**src/mts_pkg.sv**
```systemverilog
// Shared constants, codes and control types of the minimum-tracking stack.
`timescale 1ns / 1ps

package mts_pkg;

	localparam int STACK_DEPTH_DEF = 64;

	localparam int DATA_W   = 32;
	localparam int FUNC_W   = 2;
	localparam int STATUS_W = 2;

	// Stream widths: input data carries the value, the operation travels in tuser.
	localparam int S_TDATA_W = 32;
	localparam int S_TUSER_W = FUNC_W;
	// Output data: top, minimum, empty flag, status, padded to whole bytes.
	localparam int M_FIELDS_W = 2 * DATA_W + 1 + STATUS_W;
	localparam int M_TDATA_W  = ((M_FIELDS_W + 7) / 8) * 8;

	localparam logic [FUNC_W-1:0] OP_PUSH = 2'd0;
	localparam logic [FUNC_W-1:0] OP_POP  = 2'd1;

	localparam logic [STATUS_W-1:0] ST_OK    = 2'd0;
	localparam logic [STATUS_W-1:0] ST_FULL  = 2'd1;
	localparam logic [STATUS_W-1:0] ST_EMPTY = 2'd2;

	// Commands from the controller to the datapath.
	typedef struct packed {
		logic capture;
		logic exec;
		logic reload;
		logic emit;
	} cmd_t;

	// Status from the datapath to the controller.
	typedef struct packed {
		logic pop_ok;
	} sts_t;

endpackage

```
**src/mts_dp.sv**
```systemverilog
// Datapath of the minimum-tracking stack: stores, counts, cached tops and result register.
`timescale 1ns / 1ps

module mts_dp #(
	parameter int STACK_DEPTH = mts_pkg::STACK_DEPTH_DEF
) (
	input  logic                                clk,
	input  logic                                arst_n,
	input  mts_pkg::cmd_t                       cmd,
	output mts_pkg::sts_t                       sts,
	input  logic [mts_pkg::FUNC_W-1:0]          func,
	input  logic signed [mts_pkg::DATA_W-1:0]   value,
	output logic signed [mts_pkg::DATA_W-1:0]   top_value,
	output logic signed [mts_pkg::DATA_W-1:0]   min_value,
	output logic                                is_empty,
	output logic [mts_pkg::STATUS_W-1:0]        status
);

	localparam int CW = $clog2(STACK_DEPTH + 1);
	localparam int AW = $clog2(STACK_DEPTH);

	logic [mts_pkg::DATA_W-1:0] value_mem [STACK_DEPTH];
	logic [mts_pkg::DATA_W-1:0] min_mem [STACK_DEPTH];

	logic [mts_pkg::FUNC_W-1:0]         func_q;
	logic signed [mts_pkg::DATA_W-1:0]  value_q;
	logic [CW-1:0]                      vcount_q;
	logic [CW-1:0]                      mcount_q;
	logic signed [mts_pkg::DATA_W-1:0]  top_q;
	logic signed [mts_pkg::DATA_W-1:0]  min_q;
	logic [mts_pkg::DATA_W-1:0]         vrd_q;
	logic [mts_pkg::DATA_W-1:0]         mrd_q;
	logic [mts_pkg::STATUS_W-1:0]       status_q;

	logic signed [mts_pkg::DATA_W-1:0]  top_value_q;
	logic signed [mts_pkg::DATA_W-1:0]  min_value_q;
	logic                               is_empty_q;
	logic [mts_pkg::STATUS_W-1:0]       status_out_q;

	logic          is_push, is_pop, full, empty;
	logic          push_ok, pop_ok, min_push, min_pop;
	logic [AW-1:0] vr_addr, mr_addr;

	always_comb begin
		is_push  = (func_q == mts_pkg::OP_PUSH);
		is_pop   = (func_q == mts_pkg::OP_POP);
		full     = (vcount_q == CW'(STACK_DEPTH));
		empty    = (vcount_q == '0);
		push_ok  = is_push && !full;
		pop_ok   = is_pop && !empty;
		min_push = (mcount_q == '0) || (value_q <= min_q);
		min_pop  = (mcount_q != '0) && (min_q == top_q);
		// After a pop the new tops sit one below the new counts.
		vr_addr  = AW'(vcount_q - CW'(2));
		mr_addr  = min_pop ? AW'(mcount_q - CW'(2)) : AW'(mcount_q - CW'(1));
	end

	assign sts.pop_ok = pop_ok;

	always_ff @(posedge clk) begin
		if (cmd.capture) begin
			func_q  <= func;
			value_q <= value;
		end
		if (cmd.exec && push_ok) begin
			value_mem[AW'(vcount_q)] <= value_q;
			top_q <= value_q;
			if (min_push) begin
				min_mem[AW'(mcount_q)] <= value_q;
				min_q <= value_q;
			end
		end
		if (cmd.exec) begin
			vrd_q <= value_mem[vr_addr];
			mrd_q <= min_mem[mr_addr];
		end
		if (cmd.reload) begin
			top_q <= vrd_q;
			min_q <= mrd_q;
		end
		if (cmd.emit) begin
			top_value_q  <= empty ? '0 : top_q;
			min_value_q  <= (empty || mcount_q == '0) ? '0 : min_q;
			is_empty_q   <= empty;
			status_out_q <= status_q;
		end
	end

	always_ff @(posedge clk or negedge arst_n) begin
		if (!arst_n) begin
			vcount_q <= '0;
			mcount_q <= '0;
			status_q <= mts_pkg::ST_OK;
		end else if (cmd.exec) begin
			status_q <= mts_pkg::ST_OK;
			if (is_push && full) begin
				status_q <= mts_pkg::ST_FULL;
			end else if (is_pop && empty) begin
				status_q <= mts_pkg::ST_EMPTY;
			end
			if (push_ok) begin
				vcount_q <= vcount_q + CW'(1);
				if (min_push) begin
					mcount_q <= mcount_q + CW'(1);
				end
			end else if (pop_ok) begin
				vcount_q <= vcount_q - CW'(1);
				if (min_pop) begin
					mcount_q <= mcount_q - CW'(1);
				end
			end
		end
	end

	assign top_value = top_value_q;
	assign min_value = min_value_q;
	assign is_empty  = is_empty_q;
	assign status    = status_out_q;

	a_min_not_deeper: assert property (@(posedge clk) disable iff (!arst_n)
		mcount_q <= vcount_q)
		else $error("minimum stack deeper than value stack");

	a_push_grows: assert property (@(posedge clk) disable iff (!arst_n)
		cmd.exec && push_ok |=> vcount_q == $past(vcount_q) + CW'(1))
		else $error("accepted push did not grow the stack");

	a_refused_holds: assert property (@(posedge clk) disable iff (!arst_n)
		cmd.exec && ((is_push && full) || (is_pop && empty))
		|=> $stable(vcount_q) && $stable(mcount_q))
		else $error("refused request changed the counts");

endmodule

```
**config.mk**
```make
export PLATFORM = sky130hd
export DESIGN_NAME = mts_dp
export DESIGN_NICKNAME = d
export VERILOG_FILES = /design/src/mts_pkg.sv /design/src/mts_dp.sv
export SDC_FILE = /design/constraint.sdc
export NUM_CORES = 2
export LEC_CHECK = 0
export BUFFER_PORTS_ARGS = -buffer_cell sky130_fd_sc_hd__clkbuf_2
export CAP_MARGIN = 40
export CORE_UTILIZATION = 55
export CTS_CLUSTER_DIAMETER = 100
export DETAILED_ROUTE_END_ITERATION = 8
export GPL_TIMING_DRIVEN = 0
export PLACE_DENSITY = 0.75
export SYNTH_ARGS = -nofsm -noshare
export SYNTH_HDL_FRONTEND = slang
export SYNTH_SLANG_ARGS = --single-unit
```
**constraint.sdc**
```tcl
create_clock -name clk -period 8.7 [get_ports clk]
set_input_delay 1.74 -clock clk [delete_from_list [all_inputs] [get_ports clk]]
set_output_delay 1.74 -clock clk [all_outputs]
set_load 0.02 [all_outputs]
```
==> reports/metrics.cfg <==
[die]
die_h_um=569.5
rows=208
dieArea_um2=324300
die_x_um=569.5
ios=108
initial_core_util_pct=55.24
core_um2=320600

[logic_synthesis]
synthAdderAreaFrac_pct=0.3645
synth_xor_xnor_area_share_pct=0.2818
ys_seq_area_share_pct=73.55
syn-instance-count=9207
synth_edf_count=4325
synth.distinct_cells=67
synthMuxAreaShare_pct=18.28
syn_area_per_cell_um2=19.24
synth_nets=9298
synthFlopType=edfxtp_1
yosys_warnings=0
synth-compound-area-share_pct=2.568
ys_ff_latch=4341
synth-simple-area-share_pct=3.464
synthArstFlopShare_pct=0.3686
synth_top_family_by_area=multiplexers
syn-cell-area_um2=177100

[detailed_routing]
wl_per_cell_um=37.48
vias=105270
drt_iter0_drc=18064
vias_per_cell=6.879
drcViolationCount=0
dr.pass1.iters=9
drt_wl_total_um=573600
drtAntennaViolNets=0

[clock_network]
htree_levels=5
hold_buffers=0
clk_root_buffer_cell=clkbuf_16
cts_resized=0
postCtsSetupBuffers=0
clock_latency_ps=1000
cts.sinks=4341
tritoncts=done
numCtsBuffers=422
clkSlewWorstSetupHoldPaths_ps=60
cts_max_path_buffers=4

[outcome]
status=complete, no violations

[placed_design]
dp.final_hpwl_um=403900
routabilityCongestion=1.004
io_buffers=106
post-place-ws_ps=965.7
dp.cells=14467

[sta]
slew_headroom_pct=27.92
setup_ws_ps=246.5
finalClockSkew_ps=60.47
worst_pin_slew_ps=1076
period_needed_ps=8454
setup_violations=0
hold_viol=0
rsz0062_at_grt=no
fin_setup_tns_ps=0
finalCritPeriodShare_pct=97.17
fmaxAchievable_mhz=118.3
slew_violations=0

[critical_path]
path_class=flip-flop to flip-flop
critPathMaxFanout=10
critPathArrivalTime_ps=9180
cp-end-kind=flip-flop
crit_path_start_kind=flip-flop
cp.required_ps=9430

[finish]
multi_input_area_um2=45110
layout-drive-gt1-share_pct=25.69
instances_no_fill=15302
regArea_um2=130300
num-fill-cells=20235
syn_to_final_growth_pct=18.53
nets=10714

[grt]
grt_start_max_net_pins=42
grt_overflow_total=0
antenna_found_initial=54
grt_use_total_pct=35.10
grt_pass1_vias=102569
grt_pass1_wl_um=787400

[worst_hold_path]
hold_class=flip-flop to flip-flop

[power]
power_uw=75060
power_density_nw_per_um2=357.5
vdd_ir_drop_max_v=0.0002332
p_leak_uw=0.07185

[flow_run]
drv_cap=0

==> power by group <==
part	total (uW)	switching (uW)	internal (uW)
logic	32500	21000	11500
registers	24200	298	23900
clock network	18400	8120	10300
==> worst paths after layout <==
check	start	endpoint	slack, ps	cells past startpoint
min in group asynchronous	arst_n	vcount_q[2]	780	1
worst min register to register	status_q[0]	status[0]	460	0
max in group asynchronous	arst_n	mcount_q[1]	7420	1
worst max register to register	mcount_q[1]	mrd_q[19]	250	18
worst min-delay path	status_q[0]	status[0]	460	0
worst max-delay path	mcount_q[1]	mrd_q[19]	250	18
==> state kept, by name, indices dropped and copies added (netlist names) <==
name	count
vrd_q	32
is_empty	1
status_q	2
top_q	32
mcount_q	7
mrd_q	32
value_q	32
value_mem	2048
top_value	32
min_mem	2048
min_value	32
func_q	2
vcount_q	7
status	2
min_q	32
==> through the flow <==
stage | area (um2) | util, % | hold WS, ps
after floorplan | 177100 | - | 424.9
after global placement | 183000 | 57.09 | 434.6
after detailed placement | 195900 | 61.10 | 436.8
after CTS | 209600 | 65.36 | 454.8
after global routing | 209900 | 65.47 | 478.3
final | 210000 | 65.48 | 456.9
==> area by class of cell <==
type / instances / share of cell area [%]
inverters: 46 / 0.08224
clock buffers: 486 / 5.195
repair buffers: 992 / 6.092
flip-flops and latches: 4341 / 62.05
clock inverters: 290 / 1.322
plain buffers: 590 / 1.182
multi-input cells: 4230 / 21.49
diodes: 22 / 0.02622
well taps: 4305 / 2.566
==> kinds of logic (layout without fill, tap and decap cells) <==
kind of cell | Yosys count | after routing
DFF | 4341 | 4341
buffers and inverters | 636 | 2404
and+or+nand+nor | 1418 | 1418
adders and majority gates | 51 | 51
AOI/OAI and AO/OA | 615 | 615
xor gates and xnor gates | 57 | 57
muxes | 2089 | 2089
other | 0 | 22
==> placed cells by master, fill, tap and decap left out, drive strengths merged, types with 44 or more instances in the layout <==
master,synthesis,final
o221ai,126,126
nor3,46,46
bufinv,0,44
a31oi,221,221
a32oi,126,126
mux2i,1163,1163
ha,50,50
mux4,915,915
edfxtp,4325,4325
nand3,137,137
buf,225,1105
nor2,87,87
inv,45,61
nor4,74,74
nand2,934,934
clkinv,1,210
o21ai,45,45
clkbuf,365,963
nor2b,45,45
==> critical path, stage by stage (launching register included) <==
cell and delay [ps]:
dfrtp_1 410, clkbuf_1 620, buf_2 550, buf_1 680
inv_1 370, ha_1 330, nand4b_1 240, nand2_1 160
nor3_2 570, buf_2 530, buf_4 400, nand3_1 300
o21ai_0 300, buf_2 610, clkbuf_1 520, a32oi_1 210
a31oi_1 850, o32ai_1 260, buf_2 240
==> synth_stat cells, types with 16 or more instances <==
master    instances  area [um2]
edfxtp_1       4325      129900
buf_1            90       337.8
a32oi_1         126        1104
nand3_1         137       685.7
mux4_2          915       20610
nand2b_1         36       225.2
nor3_1           45       225.2
nor2b_1          45       281.5
inv_1            44       165.2
o32ai_1          30       262.8
mux2i_1        1162       11630
xnor2_1          16       140.1
buf_2           110       550.5
buf_4            20       150.1
ha_1             50       625.6
dfrtp_1          16       400.4
a21oi_1          22       110.1
nor4_1           74       462.9
o21ai_0          20       100.1
nor2_1           85       319.1
o221ai_1        126        1104
and3_1           34       212.7
o21ai_1          24       120.1
clkbuf_1        365        1370
nand2_1         933        3502
a31oi_1         221        1383
xor2_1           41       359.1
==> routing by layer <==
metal	routed length [um]	vias up	share of wire [%]	global-route usage [%]
met1	194100	54140	34	45.39
met5	152	-	0.027	0.1487
met3	79120	1657	14	10.59
met4	38710	16	6.7	19.04
met2	261500	8801	46	53.68
li1	-	40656	-	-
(Power assumes the default switching activity.)
