--- config.mk ---
export PLATFORM = sky130hd
export DESIGN_NAME = mts_ctrl
export DESIGN_NICKNAME = d
export VERILOG_FILES = /design/src/mts_pkg.sv /design/src/mts_ctrl.sv
export SDC_FILE = /design/constraint.sdc
export NUM_CORES = 1
export LEC_CHECK = 0
export BUFFER_PORTS_ARGS = -buffer_cell sky130_fd_sc_hd__clkbuf_2
export CAP_MARGIN = 10
export CORE_AREA = 2 2 39 41
export DETAILED_ROUTE_END_ITERATION = 16
export DIE_AREA = 0 0 41 43
export GPL_ROUTABILITY_DRIVEN = 0
export GPL_TIMING_DRIVEN = 0
export PLACE_DENSITY = 0.37
export SYNTH_ARGS = -nofsm -noshare
export SYNTH_HDL_FRONTEND = slang
export SYNTH_SLANG_ARGS = --single-unit
--- constraint.sdc ---
create_clock -name clk -period 2.5 [get_ports clk]
set_input_delay 0.375 -clock clk [delete_from_list [all_inputs] [get_ports clk]]
set_output_delay 0.375 -clock clk [all_outputs]
set_load 0.01 [all_outputs]
--- src/mts_pkg.sv ---
// Shared constants, codes and control types of the minimum-tracking stack.
`timescale 1ns / 1ps

package mts_pkg;

	localparam int STACK_DEPTH_DEF = 64;

	localparam int DATA_W   = 32;
	localparam int FUNC_W   = 2;
	localparam int STATUS_W = 2;

	// Stream widths: input data carries the value, the operation travels in tuser.
	localparam int S_TDATA_W = 32;
	localparam int S_TUSER_W = FUNC_W;
	// Output data: top, minimum, empty flag, status, padded to whole bytes.
	localparam int M_FIELDS_W = 2 * DATA_W + 1 + STATUS_W;
	localparam int M_TDATA_W  = ((M_FIELDS_W + 7) / 8) * 8;

	localparam logic [FUNC_W-1:0] OP_PUSH = 2'd0;
	localparam logic [FUNC_W-1:0] OP_POP  = 2'd1;

	localparam logic [STATUS_W-1:0] ST_OK    = 2'd0;
	localparam logic [STATUS_W-1:0] ST_FULL  = 2'd1;
	localparam logic [STATUS_W-1:0] ST_EMPTY = 2'd2;

	// Commands from the controller to the datapath.
	typedef struct packed {
		logic capture;
		logic exec;
		logic reload;
		logic emit;
	} cmd_t;

	// Status from the datapath to the controller.
	typedef struct packed {
		logic pop_ok;
	} sts_t;

endpackage

--- src/mts_ctrl.sv ---
// Controller of the minimum-tracking stack: request sequencing and result handshake.
`timescale 1ns / 1ps

module mts_ctrl (
	input  logic          clk,
	input  logic          arst_n,
	input  logic          s_tvalid,
	output logic          s_tready,
	output logic          m_tvalid,
	input  logic          m_tready,
	input  mts_pkg::sts_t sts,
	output mts_pkg::cmd_t cmd
);

	localparam logic [1:0] S_IDLE   = 2'd0;
	localparam logic [1:0] S_EXEC   = 2'd1;
	localparam logic [1:0] S_RELOAD = 2'd2;
	localparam logic [1:0] S_DONE   = 2'd3;

	logic [1:0] state_q;
	logic [1:0] state_d;
	logic       out_valid_q;

	always_comb begin
		s_tready    = (state_q == S_IDLE);
		cmd.capture = s_tvalid && s_tready;
		cmd.exec    = (state_q == S_EXEC);
		cmd.reload  = (state_q == S_RELOAD);
		cmd.emit    = (state_q == S_DONE) && (!out_valid_q || m_tready);
	end

	always_comb begin
		state_d = state_q;
		case (state_q)
			S_IDLE: begin
				if (cmd.capture) state_d = S_EXEC;
			end
			S_EXEC: begin
				state_d = sts.pop_ok ? S_RELOAD : S_DONE;
			end
			S_RELOAD: begin
				state_d = S_DONE;
			end
			S_DONE: begin
				if (cmd.emit) state_d = S_IDLE;
			end
			default: begin
				state_d = S_IDLE;
			end
		endcase
	end

	always_ff @(posedge clk or negedge arst_n) begin
		if (!arst_n) begin
			state_q     <= S_IDLE;
			out_valid_q <= 1'b0;
		end else begin
			state_q <= state_d;
			if (cmd.emit) begin
				out_valid_q <= 1'b1;
			end else if (m_tready) begin
				out_valid_q <= 1'b0;
			end
		end
	end

	assign m_tvalid = out_valid_q;

	a_emit_sets_valid: assert property (@(posedge clk) disable iff (!arst_n)
		cmd.emit |=> m_tvalid)
		else $error("result not presented after emit");

	a_accept_only_idle: assert property (@(posedge clk) disable iff (!arst_n)
		cmd.capture |=> state_q == S_EXEC)
		else $error("accepted request did not start execution");

	a_no_overwrite: assert property (@(posedge clk) disable iff (!arst_n)
		m_tvalid && !m_tready |-> !cmd.emit)
		else $error("pending result overwritten");

endmodule

==> flow_results.org, run 1 <==
** Die
- Effective utilization at floorplan :: approximately 17%
- The die covers 0.00176 mm^2.
- Site row count :: 14
- In this run the horizontal extent of the chip is 41 um.
- In this run the count of I/O pins placed on the die edge is 11.
- CORE AREA :: ~0.0014 mm^2
- Vertical extent of the die :: about 43 um

** Layout
- The area growth from synthesis to layout is 45.9%.
- The finished cells cover approximately 340 um^2.
- Most common cell after layout, fill and taps aside :: sky130_fd_sc_hd__clkbuf_2
- The finished layout holds 52 standard cells, fillers aside.
- Final core utilization :: roughly a quarter
- Final antenna diode count :: 0
- Top library cells by usage in the layout, fill and taps aside :: sky130_fd_sc_hd__clkbuf_2, sky130_fd_sc_hd__ha_1
- Fraction of final layout cells with drive strength greater than 1 :: 44.4%
- At the end of the flow, the number of nets in the layout was 46.

** Placement
- Total cell area at the placement stage :: 302 um^2
- Dpl cells :: between 40 and 50
- In this run the tool buffered the top-level ports with 10 buffer cells.
- HPWL Detailed :: 356 um

** STA
- Final number of max-transition violations :: 0
- Static timing analysis puts the maximum clock frequency at 623 MHz.
- Clock period minus final worst setup slack :: 1600 ps
- Relative slew slack :: approximately nine tenths
- Final setup vio count :: 0
- RSZ-0062 raised after global routing :: no
- Summed over all failing endpoints, the final setup total negative slack is 0 ps.
- The number of hold violations in the final report was 0.
- For the final database, setup skew stands at between 2 and 3 ps.
- The worst path uses ~64% of the clock period.
- Slew at the pin closest to its max-slew limit :: 172 ps

** Drt
- Once detail routing completed, the nets flagged for antenna violations numbered 0.
- Using the TritonRoute via totals, the vias-per-cell ratio works out to 3.62.
- Wirelength, routed :: between 300 and 400 um
- Detailed-router iteration count before antenna repair :: 2
- Across all layers, the routed design uses about 190 vias.
- In the routed design, unresolved DRC markers number 0.
- In this run, the number of DRC markers left after iteration 0 of detailed routing was 1.
- In the final routed layout, each cell accounts on average for 7.65 um.

** Global route
- For this run the aggregate overflow at the end of global routing stands at 0.
- Global-route wire length before repair :: 731 um
- Via count of the first global-routing pass :: 206
- Entering global routing, the biggest net connects 6 pins.
- Total GRT Usage :: under 10%
- The number of antenna violations at the first check in global routing was 0.

** Logic synthesis
- When the netlist entered floorplanning its net count stood at 30.
- Yosys reg bits :: 3
- After synthesis, the mean cell area works out to between 10 and 15 um^2.
- After synthesis the cells add up to ~230 um^2.
- After synthesis, flip-flops and latches occupy approximately 32% of the total area.
- Cell variety after synth :: 11
- For this run, the number of Yosys warnings is 0.
- Synthesis produced a netlist whose cell count is 21.

** Outcome
- The flow ran to the end, and the final reports show no timing, DRC or antenna violations.

** Clock tree
- TritonCTS built the clock tree.
- Total clock sinks :: 3
- Clk_lat worst skew :: roughly 220 ps
- After clock tree synthesis, the clock-pin slew on the worst setup and hold paths is ~30 ps.
- H-tree lvl count :: 1
- Once the clock tree was built, the setup fixing pass inserted 0 buffers.
- The tree is rooted in a sky130_fd_sc_hd__clkbuf_4.
- TritonCTS created 3 clock buffers.
- The clock passes through at most 2 buffers.

** Setup path
- Kind of end point of the critical path :: output pin
- Data on the critical path is required at its endpoint by 2120 ps.
- By startpoint and endpoint, the worst setup path is classified as register to output pin.
- Critical Path Fanout Max :: 5
- Arrival time reported for the critical path endpoint :: roughly 1200 ps
- The worst setup path is launched from a register.

** Pwr
- In this run the static leakage power is 0.193 nW.
- Peak supply drop :: ~300 uV
- Power per standard cell area :: roughly 1200 mW/mm^2
- Total power :: approximately 0.00041 W

** Hold path
- Class of the tightest hold or removal check :: primary input to register

** Run
- Reported max-cap violation count :: 0
[kinds of logic (layout without fill, tap and decap cells)]
kind of cell	Yosys count	count (layout)	synth area share, %
AOI/OAI and AO/OA	3	3	10.8
adders and majority gates	4	4	21.6
buffers and inverters	3	18	4.86
DFF	3	3	32.4
muxes	1	1	6.48
and+or+nand+nor	7	7	23.8
[registers in the layout (all words and copies together) (netlist names)]
signal    flops
m_tvalid      1
state_q       2
[layout make-up]
cell class | count | area, um^2
timing repair buffer | 11 | 60.1
clock buffer | 4 | 26.3
fill | 155 | 1050
tap | 16 | 20.0
sequential | 3 | 75.1
inverter | 3 | 11.3
multi-input combinational | 15 | 145
[what timing repair did]
item                                    in CTS  in global routing
hold endpoints to repair                     3                  0
hold buffers                                 1                  0
resized for setup                            0                  0
endpoints found under the setup margin       0                  0
[cells in the mapped netlist]
| cell | n | area (um^2) |
|---|---|---|
| sky130_fd_sc_hd__a31oi_1 | 1 | 6.26 |
| sky130_fd_sc_hd__and2_1 | 2 | 12.5 |
| sky130_fd_sc_hd__dfrtp_1 | 3 | 75.1 |
| sky130_fd_sc_hd__ha_1 | 4 | 50.1 |
| sky130_fd_sc_hd__inv_1 | 3 | 11.3 |
| sky130_fd_sc_hd__mux2_4 | 1 | 15.0 |
| sky130_fd_sc_hd__nand2b_1 | 3 | 18.8 |
| sky130_fd_sc_hd__nand3b_4 | 1 | 20.0 |
| sky130_fd_sc_hd__nor2_1 | 1 | 3.75 |
| sky130_fd_sc_hd__o21ai_2 | 1 | 8.76 |
| sky130_fd_sc_hd__o2bb2a_1 | 1 | 10.0 |
[power breakdown]
part	internal (W)	switching, W	total [W]
Combinational	0.000116	0.000108	0.000224
Clock	0.0000595	0.0000208	0.0000803
Sequential	0.0000759	0.0000340	0.000110
[path summary, 6_finish.rpt]
kind | from | end | slack (ps) | cells past startpoint
hold / removal | m_tready | m_tvalid | 460 | 3
hold reg to reg | m_tvalid | m_tvalid | 610 | 2
setup reg to reg | state_q[0] | state_q[1] | 1110 | 5
setup / recovery | state_q[0] | cmd[3] | 900 | 4
min in group asynchronous | arst_n | m_tvalid | 480 | 2
max in group asynchronous | arst_n | state_q[1] | 1910 | 2
[worst max-delay path, cell delays in order, from the launching register on]
cell	delay (ps)
sky130_fd_sc_hd__dfrtp_1	400
sky130_fd_sc_hd__inv_1	90
sky130_fd_sc_hd__ha_1	240
sky130_fd_sc_hd__and2_1	150
sky130_fd_sc_hd__clkbuf_2	120
[per-stage QoR]
stage	setup slack, ps	hold slack, ps
after detailed placement	1100	172
after CTS	879	463
final	896	458
after global routing	822	490
after floorplan	1140	79.4
after global placement	1130	172
[routing by layer]
layer  track usage [%]  wire length (um)  vias to the layer above
li1                  -                 -                       99
met1              7.47               178                       82
met2              8.75               176                        7
met3              3.14                43                        0
met4              2.00                 0                        0
met5                 0                 0                        -
(Power assumes the default switching activity.)
==> inputs of run 2 (changes only) <==
--- a/config.mk
+++ b/config.mk
@@ -5,6 +5,7 @@
 export SDC_FILE = /design/constraint.sdc
 export NUM_CORES = 1
 export LEC_CHECK = 0
+export ABC_AREA = 1
 export BUFFER_PORTS_ARGS = -buffer_cell sky130_fd_sc_hd__clkbuf_2
 export CAP_MARGIN = 10
 export CORE_AREA = 2 2 39 41
==> constraint.sdc (replaced) <==
create_clock -name clk -period 1.5 [get_ports clk]
set_input_delay 0.225 -clock clk [delete_from_list [all_inputs] [get_ports clk]]
set_output_delay 0.225 -clock clk [all_outputs]
set_load 0.01 [all_outputs]
==> flow_results.org, run 2 <==
** Hold path
- Class of the tightest hold or removal check :: primary input to register (unchanged)

** STA
- Timing would allow up to 723 MHz.
- Counting I/O delays and the setup requirement, the final critical path takes 1380 ps.
- Slew at the pin closest to its max-slew limit :: 155 ps (was 172 ps)
- The worst slew margin relative to its limit was 89.6% (was 88.6%).
- Ratio of final minimum period to clock period :: 92.2%
- Summed negative setup slack over all endpoints :: 0 ps (unchanged)
- Final number of max-transition violations :: 0 (unchanged)
- The worst clock skew is 1.04 ps (was 2.75 ps).
- The post-route worst setup slack was 117 ps (was 896 ps).
- Final setup vio count :: 0 (unchanged)
- RSZ-0062 raised after global routing :: no (unchanged)
- Final hold violation count :: 0 (unchanged)

** Logic synthesis
- Post-synth top cells: sky130_fd_sc_hd__nand2_1, sky130_fd_sc_hd__inv_1, sky130_fd_sc_hd__ha_1 (was sky130_fd_sc_hd__ha_1, sky130_fd_sc_hd__dfrtp_1, sky130_fd_sc_hd__inv_1, sky130_fd_sc_hd__nand2b_1, sky130_fd_sc_hd__and2_1).
- Synthesized-area fraction occupied by xor and xnor cells :: 0% (unchanged)
- Leading cell types by total area after synthesis: sky130_fd_sc_hd__dfrtp_1, sky130_fd_sc_hd__ha_1, sky130_fd_sc_hd__nand2_1, sky130_fd_sc_hd__inv_1, sky130_fd_sc_hd__nand3_2 (was sky130_fd_sc_hd__dfrtp_1, sky130_fd_sc_hd__ha_1, sky130_fd_sc_hd__nand3b_4, sky130_fd_sc_hd__nand2b_1, sky130_fd_sc_hd__mux2_4).
- The count of yosys warnings during synthesis came to 0 (unchanged).
- The share of synthesized registers carrying an async set or reset was 100% (unchanged).
- Post-synthesis instance area :: 234 um^2 (was 231 um^2)
- Library cell with the largest summed area after synthesis :: sky130_fd_sc_hd__dfrtp_1 (unchanged)
- The cell with the most instances after synthesis is sky130_fd_sc_hd__nand2_1 (was sky130_fd_sc_hd__ha_1).
- The fraction of synthesized area in multiplexers came to 0% (was 6.49%).
- The number of instances in the synthesized netlist came to 30 (was 21).
- The arithmetic-cell share of the synthesized area counting full adders, half adders and majority gates was 21.4% (was 21.6%).
- Count of flip-flops with a built-in enable after synthesis :: 0 (unchanged)
- Most instantiated flip-flop cell in the synthesis netlist :: sky130_fd_sc_hd__dfrtp_1 (unchanged)
- Nets in the synthesized netlist :: 39 (was 30)
- Post-synthesis simple-gate area fraction :: 29.9% (was 23.8%)
- Synth Area in Compound Gates :: 5.35% (was 10.8%)
- Cell variety after synth :: 9 (was 11)
- The mean post-synth cell area is 7.80 um^2 (was 11.0 um^2).
- Main combinational cell family by area after synthesis :: simple AND/OR/NAND/NOR gates (unchanged)
- Fraction of the yosys area taken by sequential cells :: 32.1% (was 32.4%)
- The number of storage elements in the synthesis netlist is 3 (unchanged).
- The share of Yosys cell area claimed by the top area cell type was 32.1% (was 32.4%).

** Drt
- The iteration count of the initial detailed-routing pass came to 2 (unchanged).
- Number of routed nets with antenna violations :: 0 (unchanged)
- The DRC violation total after the first TritonRoute iteration is 2 (was 1).
- The detail-routed net length per standard cell was 7.72 um (was 7.65 um).
- The post-detailed-route via-to-cell ratio came to 3.49 (was 3.62).
- The count of unresolved DRC violations after routing came to 0 (unchanged).
- Wirelength, routed :: 471 um (was 398 um)
- The via count is 213 (was 188).

** Placement
- The number of port buffers was 10 (unchanged).
- HPWL Detailed :: 357 um (was 356 um)
- The placed instance count came to 56 (was 47).
- Setup WS pre-CTS :: 294 ps (was 1100 ps)

** Layout
- Top library cells by usage in the layout, fill and taps aside: sky130_fd_sc_hd__clkbuf_2, sky130_fd_sc_hd__nand2_1, sky130_fd_sc_hd__inv_1 (was sky130_fd_sc_hd__clkbuf_2, sky130_fd_sc_hd__ha_1).
- The commonest non-fill, non-tap cell in the layout was sky130_fd_sc_hd__clkbuf_2 (unchanged).
- Fraction of final layout cells with drive strength greater than 1 :: 37.8% (was 44.4%)
- The final cell count without fillers is 61 (was 52).
- Layout net count :: 55 (was 46)
- Filler cell count :: 160 (was 155)
- The area growth from synthesis to layout was 50.8% (was 45.9%).
- Flip-flop count of the largest register after layout :: 2 (unchanged)
- The register with the highest flop count is state_q (unchanged).
- Final antenna diode count :: 0 (unchanged)

** Global route
- Maximum number of pins on one net before global-route repair :: 6 (unchanged)
- Via count of the first global-routing pass :: 173 (was 206)
- Initial antenna violation count :: 0 (unchanged)
- Total global routing overflow :: 0 (unchanged)
- Global-route wire length before repair :: 648 um (was 731 um)
- Total GRT Usage :: 6.14% (was 6.04%)

** Pwr
- Peak supply drop :: 704 uV (was 295 uV)
- Internal power consumption :: 0.000405 W (was 0.000251 W)
- The share of total power in sequential cells came to 24.4% (was 26.6%).
- Total power :: 0.000714 W (was 0.000414 W)
- The leakage power of the design is 0.217 nW (was 0.193 nW).
- The power per cell area is 2020 mW/mm^2 (was 1230 mW/mm^2).
- The combinational group share of total power is 55.6% (was 54.0%).
- Net switching power figure :: 0.000308 W (was 0.000163 W)
- Share of total power in the clock network :: 20.0% (was 19.4%)
- The switching part of the total is 43.2% (was 39.3%).

** Setup path
- FF-to-FF setup slack :: 420 ps (was 1110 ps)
- The category of the critical setup timing path is register to output pin (unchanged).
- Critical Path Fanout Max :: 4 (was 5)
- The critical path startpoint category was a register (unchanged).
- The terminus of the critical flop-to-flop path was state_q[0] (was state_q[1]).
- The timing startpoint of the critical path is state_q[1] (was state_q[0]).
- The end point of the critical path is cmd[3] (unchanged).
- Arrival time reported for the critical path endpoint :: 1160 ps (was 1230 ps)
- Data required time of the worst path :: 1270 ps (was 2120 ps)
- The endpoint type of the worst setup path was an output pin (unchanged).
- The launch point of the worst reg-to-reg path was state_q[0] (unchanged).
- Logic depth of the worst register-to-register path :: 6 (was 5)

** Clock tree
- The number of buffers created by CTS was 3 (unchanged).
- Total clock sinks :: 3 (unchanged)
- The clock tree root driver cell is sky130_fd_sc_hd__clkbuf_4 (unchanged).
- The number of buffers on the longest clock path is 2 (unchanged).
- Postcts setup bufs :: 0 (unchanged)
- Clock-pin slew on the worst setup and hold paths :: 40 ps (was 30 ps)
- The clock latency of the later-clocked register in the worst-skew pair was 230 ps (was 220 ps).
- The CTS H-tree depth came to 1 (unchanged).
- Clock tree from TritonCTS :: done (unchanged)

** Die
- Site row count :: 14 (unchanged)
- The die outline width came to 41 um (unchanged).
- The die extent in y is 43 um (unchanged).
- The number of top-level pins is 11 (unchanged).
- CORE AREA :: 0.00138 mm^2 (unchanged)
- Effective utilization at floorplan :: 16.9% (was 16.7%)
- The overall die area is 0.00176 mm^2 (unchanged).

** Outcome
- Outcome :: completed (unchanged)

** Run
- Reported max-cap violation count :: 0 (unchanged)
==> run 2: routing by layer <==
metal | routed length, um | GRT usage [%]
met1 | 230 | 7.44
met2 | 205 | 7.19
met3 | 35 | 1.57
met4 | 0 | 8.00
met5 | 0 | 0
==> run 2: what timing repair did <==
item	in CTS	in global routing
endpoints found under the hold margin	3	0
resized for setup	0	2
setup endpoints to repair	0	1
hold buffers	1	0
==> run 2: worst min path at each step <==
stage	from	end	slack, ps	cells after the start
after global placement	arst_n	m_tvalid	30	1
after detailed placement	arst_n	state_q[1]	30	1
after floorplan	arst_n	m_tvalid	-70	0
after global routing	m_tready	m_tvalid	300	4
final	m_tready	m_tvalid	260	4
after CTS	m_tready	m_tvalid	260	4
==> run 2: layout make-up <==
| type | instances | area (um^2) | share of cell area [%] |
|---|---|---|---|
| Multi-Input combinational cell | 20 | 145 | 41.1 |
| Tap cell | 16 | 20.0 | 5.67 |
| Inverter | 7 | 26.3 | 7.45 |
| Sequential cell | 3 | 75.1 | 21.3 |
| Clock buffer | 4 | 26.3 | 7.45 |
| Timing Repair Buffer | 11 | 60.1 | 17.0 |
==> run 2: power by group through the flow <==
stage	Combinational, W	Sequential, W	Clock (W)
after global routing	0.000452	0.000182	0.000155
after global placement	0.000365	0.000180	0
after detailed placement	0.000365	0.000178	0
final	0.000397	0.000174	0.000143
after CTS	0.000370	0.000176	0.000152
after floorplan	0.000253	0.000172	0
==> run 2: logic make-up after synthesis <==
kind of cell	Yosys count
fa+ha+maj	4
compound gates	2
flops	3
simple gates	14
buf+inv	7
==> run 2: metrics by stage <==
step                      util, %  instance area (um^2)  hold slack (ps)
after detailed placement     22.0                   304             26.4
after floorplan                 -                   234            -70.6
after global routing         25.5                   353              302
after global placement       22.0                   304             25.2
final                        25.5                   353              262
after CTS                    24.6                   340              259
==> run 2: worst max-delay path: stages, from the launching register on <==
cell	delay, ps
sky130_fd_sc_hd__dfrtp_1	410
sky130_fd_sc_hd__inv_1	150
sky130_fd_sc_hd__ha_4	170
sky130_fd_sc_hd__nand2_1	50
sky130_fd_sc_hd__inv_1	40
sky130_fd_sc_hd__clkbuf_2	120
==> inputs of run 3 (changes only) <==
--- a/config.mk
+++ b/config.mk
@@ -9,6 +9,7 @@
 export BUFFER_PORTS_ARGS = -buffer_cell sky130_fd_sc_hd__clkbuf_2
 export CAP_MARGIN = 10
 export CORE_AREA = 2 2 39 41
+export CTS_BUF_LIST = sky130_fd_sc_hd__clkbuf_4
 export DETAILED_ROUTE_END_ITERATION = 16
 export DIE_AREA = 0 0 41 43
 export GPL_ROUTABILITY_DRIVEN = 0
==> constraint.sdc (replaced) <==
create_clock -name clk -period 1.5 [get_ports clk]
set_input_delay 0.075 -clock clk [delete_from_list [all_inputs] [get_ports clk]]
set_output_delay 0.075 -clock clk [all_outputs]
set_load 0.01 [all_outputs]
==> flow_results.org, run 3 (synthesized netlist as in run 2, its figures left out) <==
** Setup path
- Worst-path cell chain: inv_1 -> ha_1 -> nand2_1 -> inv_1 -> clkbuf_2 (was inv_1 -> ha_4 -> nand2_1 -> inv_1 -> clkbuf_2).
- The endpoint type of the worst setup path was an output pin (unchanged).
- FF-to-FF setup slack :: 360 ps (was 420 ps)
- The category of the critical setup timing path is register to output pin (unchanged).
- Data required time of the worst path :: 1420 ps (was 1270 ps)
- The timing startpoint of the critical path is state_q[1] (unchanged).
- Arrival time reported for the critical path endpoint :: 1220 ps (was 1160 ps)
- Startpoint of the most critical register-to-register path :: state_q[0] (unchanged)
- The maximum cell stage delay along the critical path is 410 ps (about the same).
- Family with the most delay on the worst path :: flip-flops (unchanged)
- The total buffers and inverters traversed by the critical path was 3 (unchanged).
- Critical Path Fanout Max :: 4 (unchanged)
- Launching element type of the critical path :: register (unchanged)
- Cell seen most often among critical-path stages :: sky130_fd_sc_hd__inv_1 (unchanged)
- The terminus of the critical flop-to-flop path is state_q[0] (unchanged).
- Cell at the slowest stage of the critical path :: sky130_fd_sc_hd__dfrtp_1 (unchanged)
- The depth of the worst register-to-register path came to 6 (unchanged).

** STA
- The worst slew margin relative to its limit came to 89.6% (about the same).
- The max-slew violation count was 0 (unchanged).
- The worst clock skew was 0.823 ps (was 1.04 ps).
- Final setup vio count :: 0 (unchanged)
- The aggregate negative setup slack was 0 ps (unchanged).
- The minimum clock period after layout came to 1290 ps (was 1380 ps).
- RSZ-0062 raised after global routing :: no (unchanged)
- The final clock period utilization by the worst path came to 86.2% (was 92.2%).
- The number of hold violations in the final report was 0 (unchanged).
- Slew at the pin closest to its max-slew limit :: 155 ps (about the same)
- The hold slack is 110 ps (was 262 ps).
- Highest achievable clock rate :: 773 MHz (was 723 MHz)

** Die
- The site row count came to 14 (unchanged).
- Total die area :: 0.00176 mm^2 (unchanged)
- Overall die width :: 41 um (unchanged)
- The die extent in y came to 43 um (unchanged).
- IO Count :: 11 (unchanged)
- Effective utilization at floorplan :: 16.9% (unchanged)
- The area of the placeable core was 0.00138 mm^2 (unchanged).

** Pwr
- The largest voltage drop on the vdd net came to 700 uV (was 704 uV).
- The power per cell area is 2020 mW/mm^2 (about the same).
- The total power was 0.000696 W (was 0.000714 W).
- The leakage power of the design is 0.220 nW (was 0.217 nW).

** Layout
- Biggest register :: state_q (unchanged)
- The commonest non-fill, non-tap cell in the layout was sky130_fd_sc_hd__clkbuf_2 (unchanged).
- The flip-flop count of the largest register, all copies and words added was 2 (unchanged).
- The fraction of final layout cells sized beyond drive strength 1 is 37.8% (unchanged).
- Final core utilization :: 24.9% (was 25.5%)
- The number of antenna diodes is 0 (unchanged).
- Top library cells by usage in the layout, fill and taps aside: sky130_fd_sc_hd__clkbuf_2, sky130_fd_sc_hd__nand2_1, sky130_fd_sc_hd__inv_1 (unchanged).
- The number of filler instances in the final layout is 160 (unchanged).
- The area growth from synthesis to layout was 47.1% (was 50.8%).
- The total number of nets in the final design is 55 (unchanged).

** Clock tree
- Clock Tree Buf Depth :: 2 (unchanged)
- Clock tree from TritonCTS :: done (unchanged)
- The clock latency of the later-clocked register in the worst-skew pair was 230 ps (about the same).
- The number of buffers created by CTS is 3 (unchanged).
- Clock-pin slew on the worst setup and hold paths :: 40 ps (about the same)
- Library cell used as clock root buffer :: sky130_fd_sc_hd__clkbuf_4 (unchanged)
- H-tree lvl count :: 1 (unchanged)
- The clock sink total came to 3 (unchanged).
- Post-cts repair resize count :: 0 (unchanged)

** Hold path
- The start point of the worst min-delay path is m_tready (unchanged).
- The number of cells traversed by the worst hold path was 4 (unchanged).
- Class of the tightest hold or removal check :: primary input to register (unchanged)
- The sink of the worst hold path is m_tvalid (unchanged).

** Drt
- The iteration count of the initial detailed-routing pass came to 2 (unchanged).
- Number of routed nets with antenna violations :: 0 (unchanged)
- The final wirelength was 464 um (was 471 um).
- The count of unresolved DRC violations after routing came to 0 (unchanged).
- Via-per-instance ratio :: 3.51 (was 3.49)
- Via count of the routed design :: 214 (was 213)
- The detail-routed net length per standard cell came to 7.61 um (was 7.72 um).
- Violation count after the first detailed-routing iteration :: 2 (unchanged)

** Global route
- The number of antenna violations at the first check in global routing is 0 (unchanged).
- The global-route wire length before repair was 648 um (unchanged).
- Via count of the first global-routing pass :: 173 (unchanged)
- The global router's overall resource usage was 6.14% (unchanged).
- The pin count of the biggest net entering global routing is 6 (unchanged).
- Total global routing overflow :: 0 (unchanged)

** Placement
- Number of buffers inserted by port buffering :: 10 (unchanged)
- HPWL Detailed :: 357 um (unchanged)

** Outcome
- Outcome :: completed (unchanged)

** Run
- Reported max-cap violation count :: 0 (unchanged)
## run 3: cell counts in the layout (fill, tap and decap cells not counted)
Identical to the previous run, type by type.
## run 3: what timing repair did
action | in CTS | in global routing
hold buffers | 1 | 0
hold endpoints to repair | 3 | 0
setup buffers | 0 | 0
## run 3: per-stage QoR
| stage | instances | setup slack, ps | area, um^2 |
|---|---|---|---|
| floorplan | 30 | 401 | 234 |
| global placement | 56 | 334 | 304 |
| detailed placement | 56 | 343 | 304 |
| CTS | 61 | 180 | 344 |
| global route | 61 | 73.5 | 344 |
| finish | 61 | 207 | 344 |
## run 3: how the worst max path moves through the flow
| stage | endpoint | cells past startpoint |
|---|---|---|
| finish | cmd[3] | 5 |
| global route | cmd[3] | 5 |
| CTS | cmd[3] | 5 |
| detailed placement | state_q[0] | 6 |
| global placement | state_q[0] | 6 |
| floorplan | state_q[0] | 5 |
## run 3: per-layer routing
metal	track usage (%)	vias to the layer above	wire, um
met2	7.19	8	199
met5	0	-	0
met3	1.57	0	35
met1	7.44	85	229
met4	8.00	0	0
li1	-	121	-
## run 3: where the power goes
group	switching [W]	internal [W]	total [W]
Combinational	0.000203	0.000157	0.000360
Clock	0.0000439	0.000118	0.000162
Sequential	0.0000494	0.000125	0.000175
## run 3: final cells by class
type                            count  area (um^2)  area share [%]
Tap cell                           16         20.0            5.82
Clock buffer                        4         30.0            8.73
Timing Repair Buffer               11         60.1            17.5
Multi-Input combinational cell     20          133            38.5
Sequential cell                     3         75.1            21.8
Inverter                            7         26.3            7.64
## run 3: worst min-delay path, delay by kind of cell
| kind | cells | cell delay, ps |
|---|---|---|
| buffers and inverters | 2 | 130 |
| AND/OR/NAND/NOR | 2 | 90 |
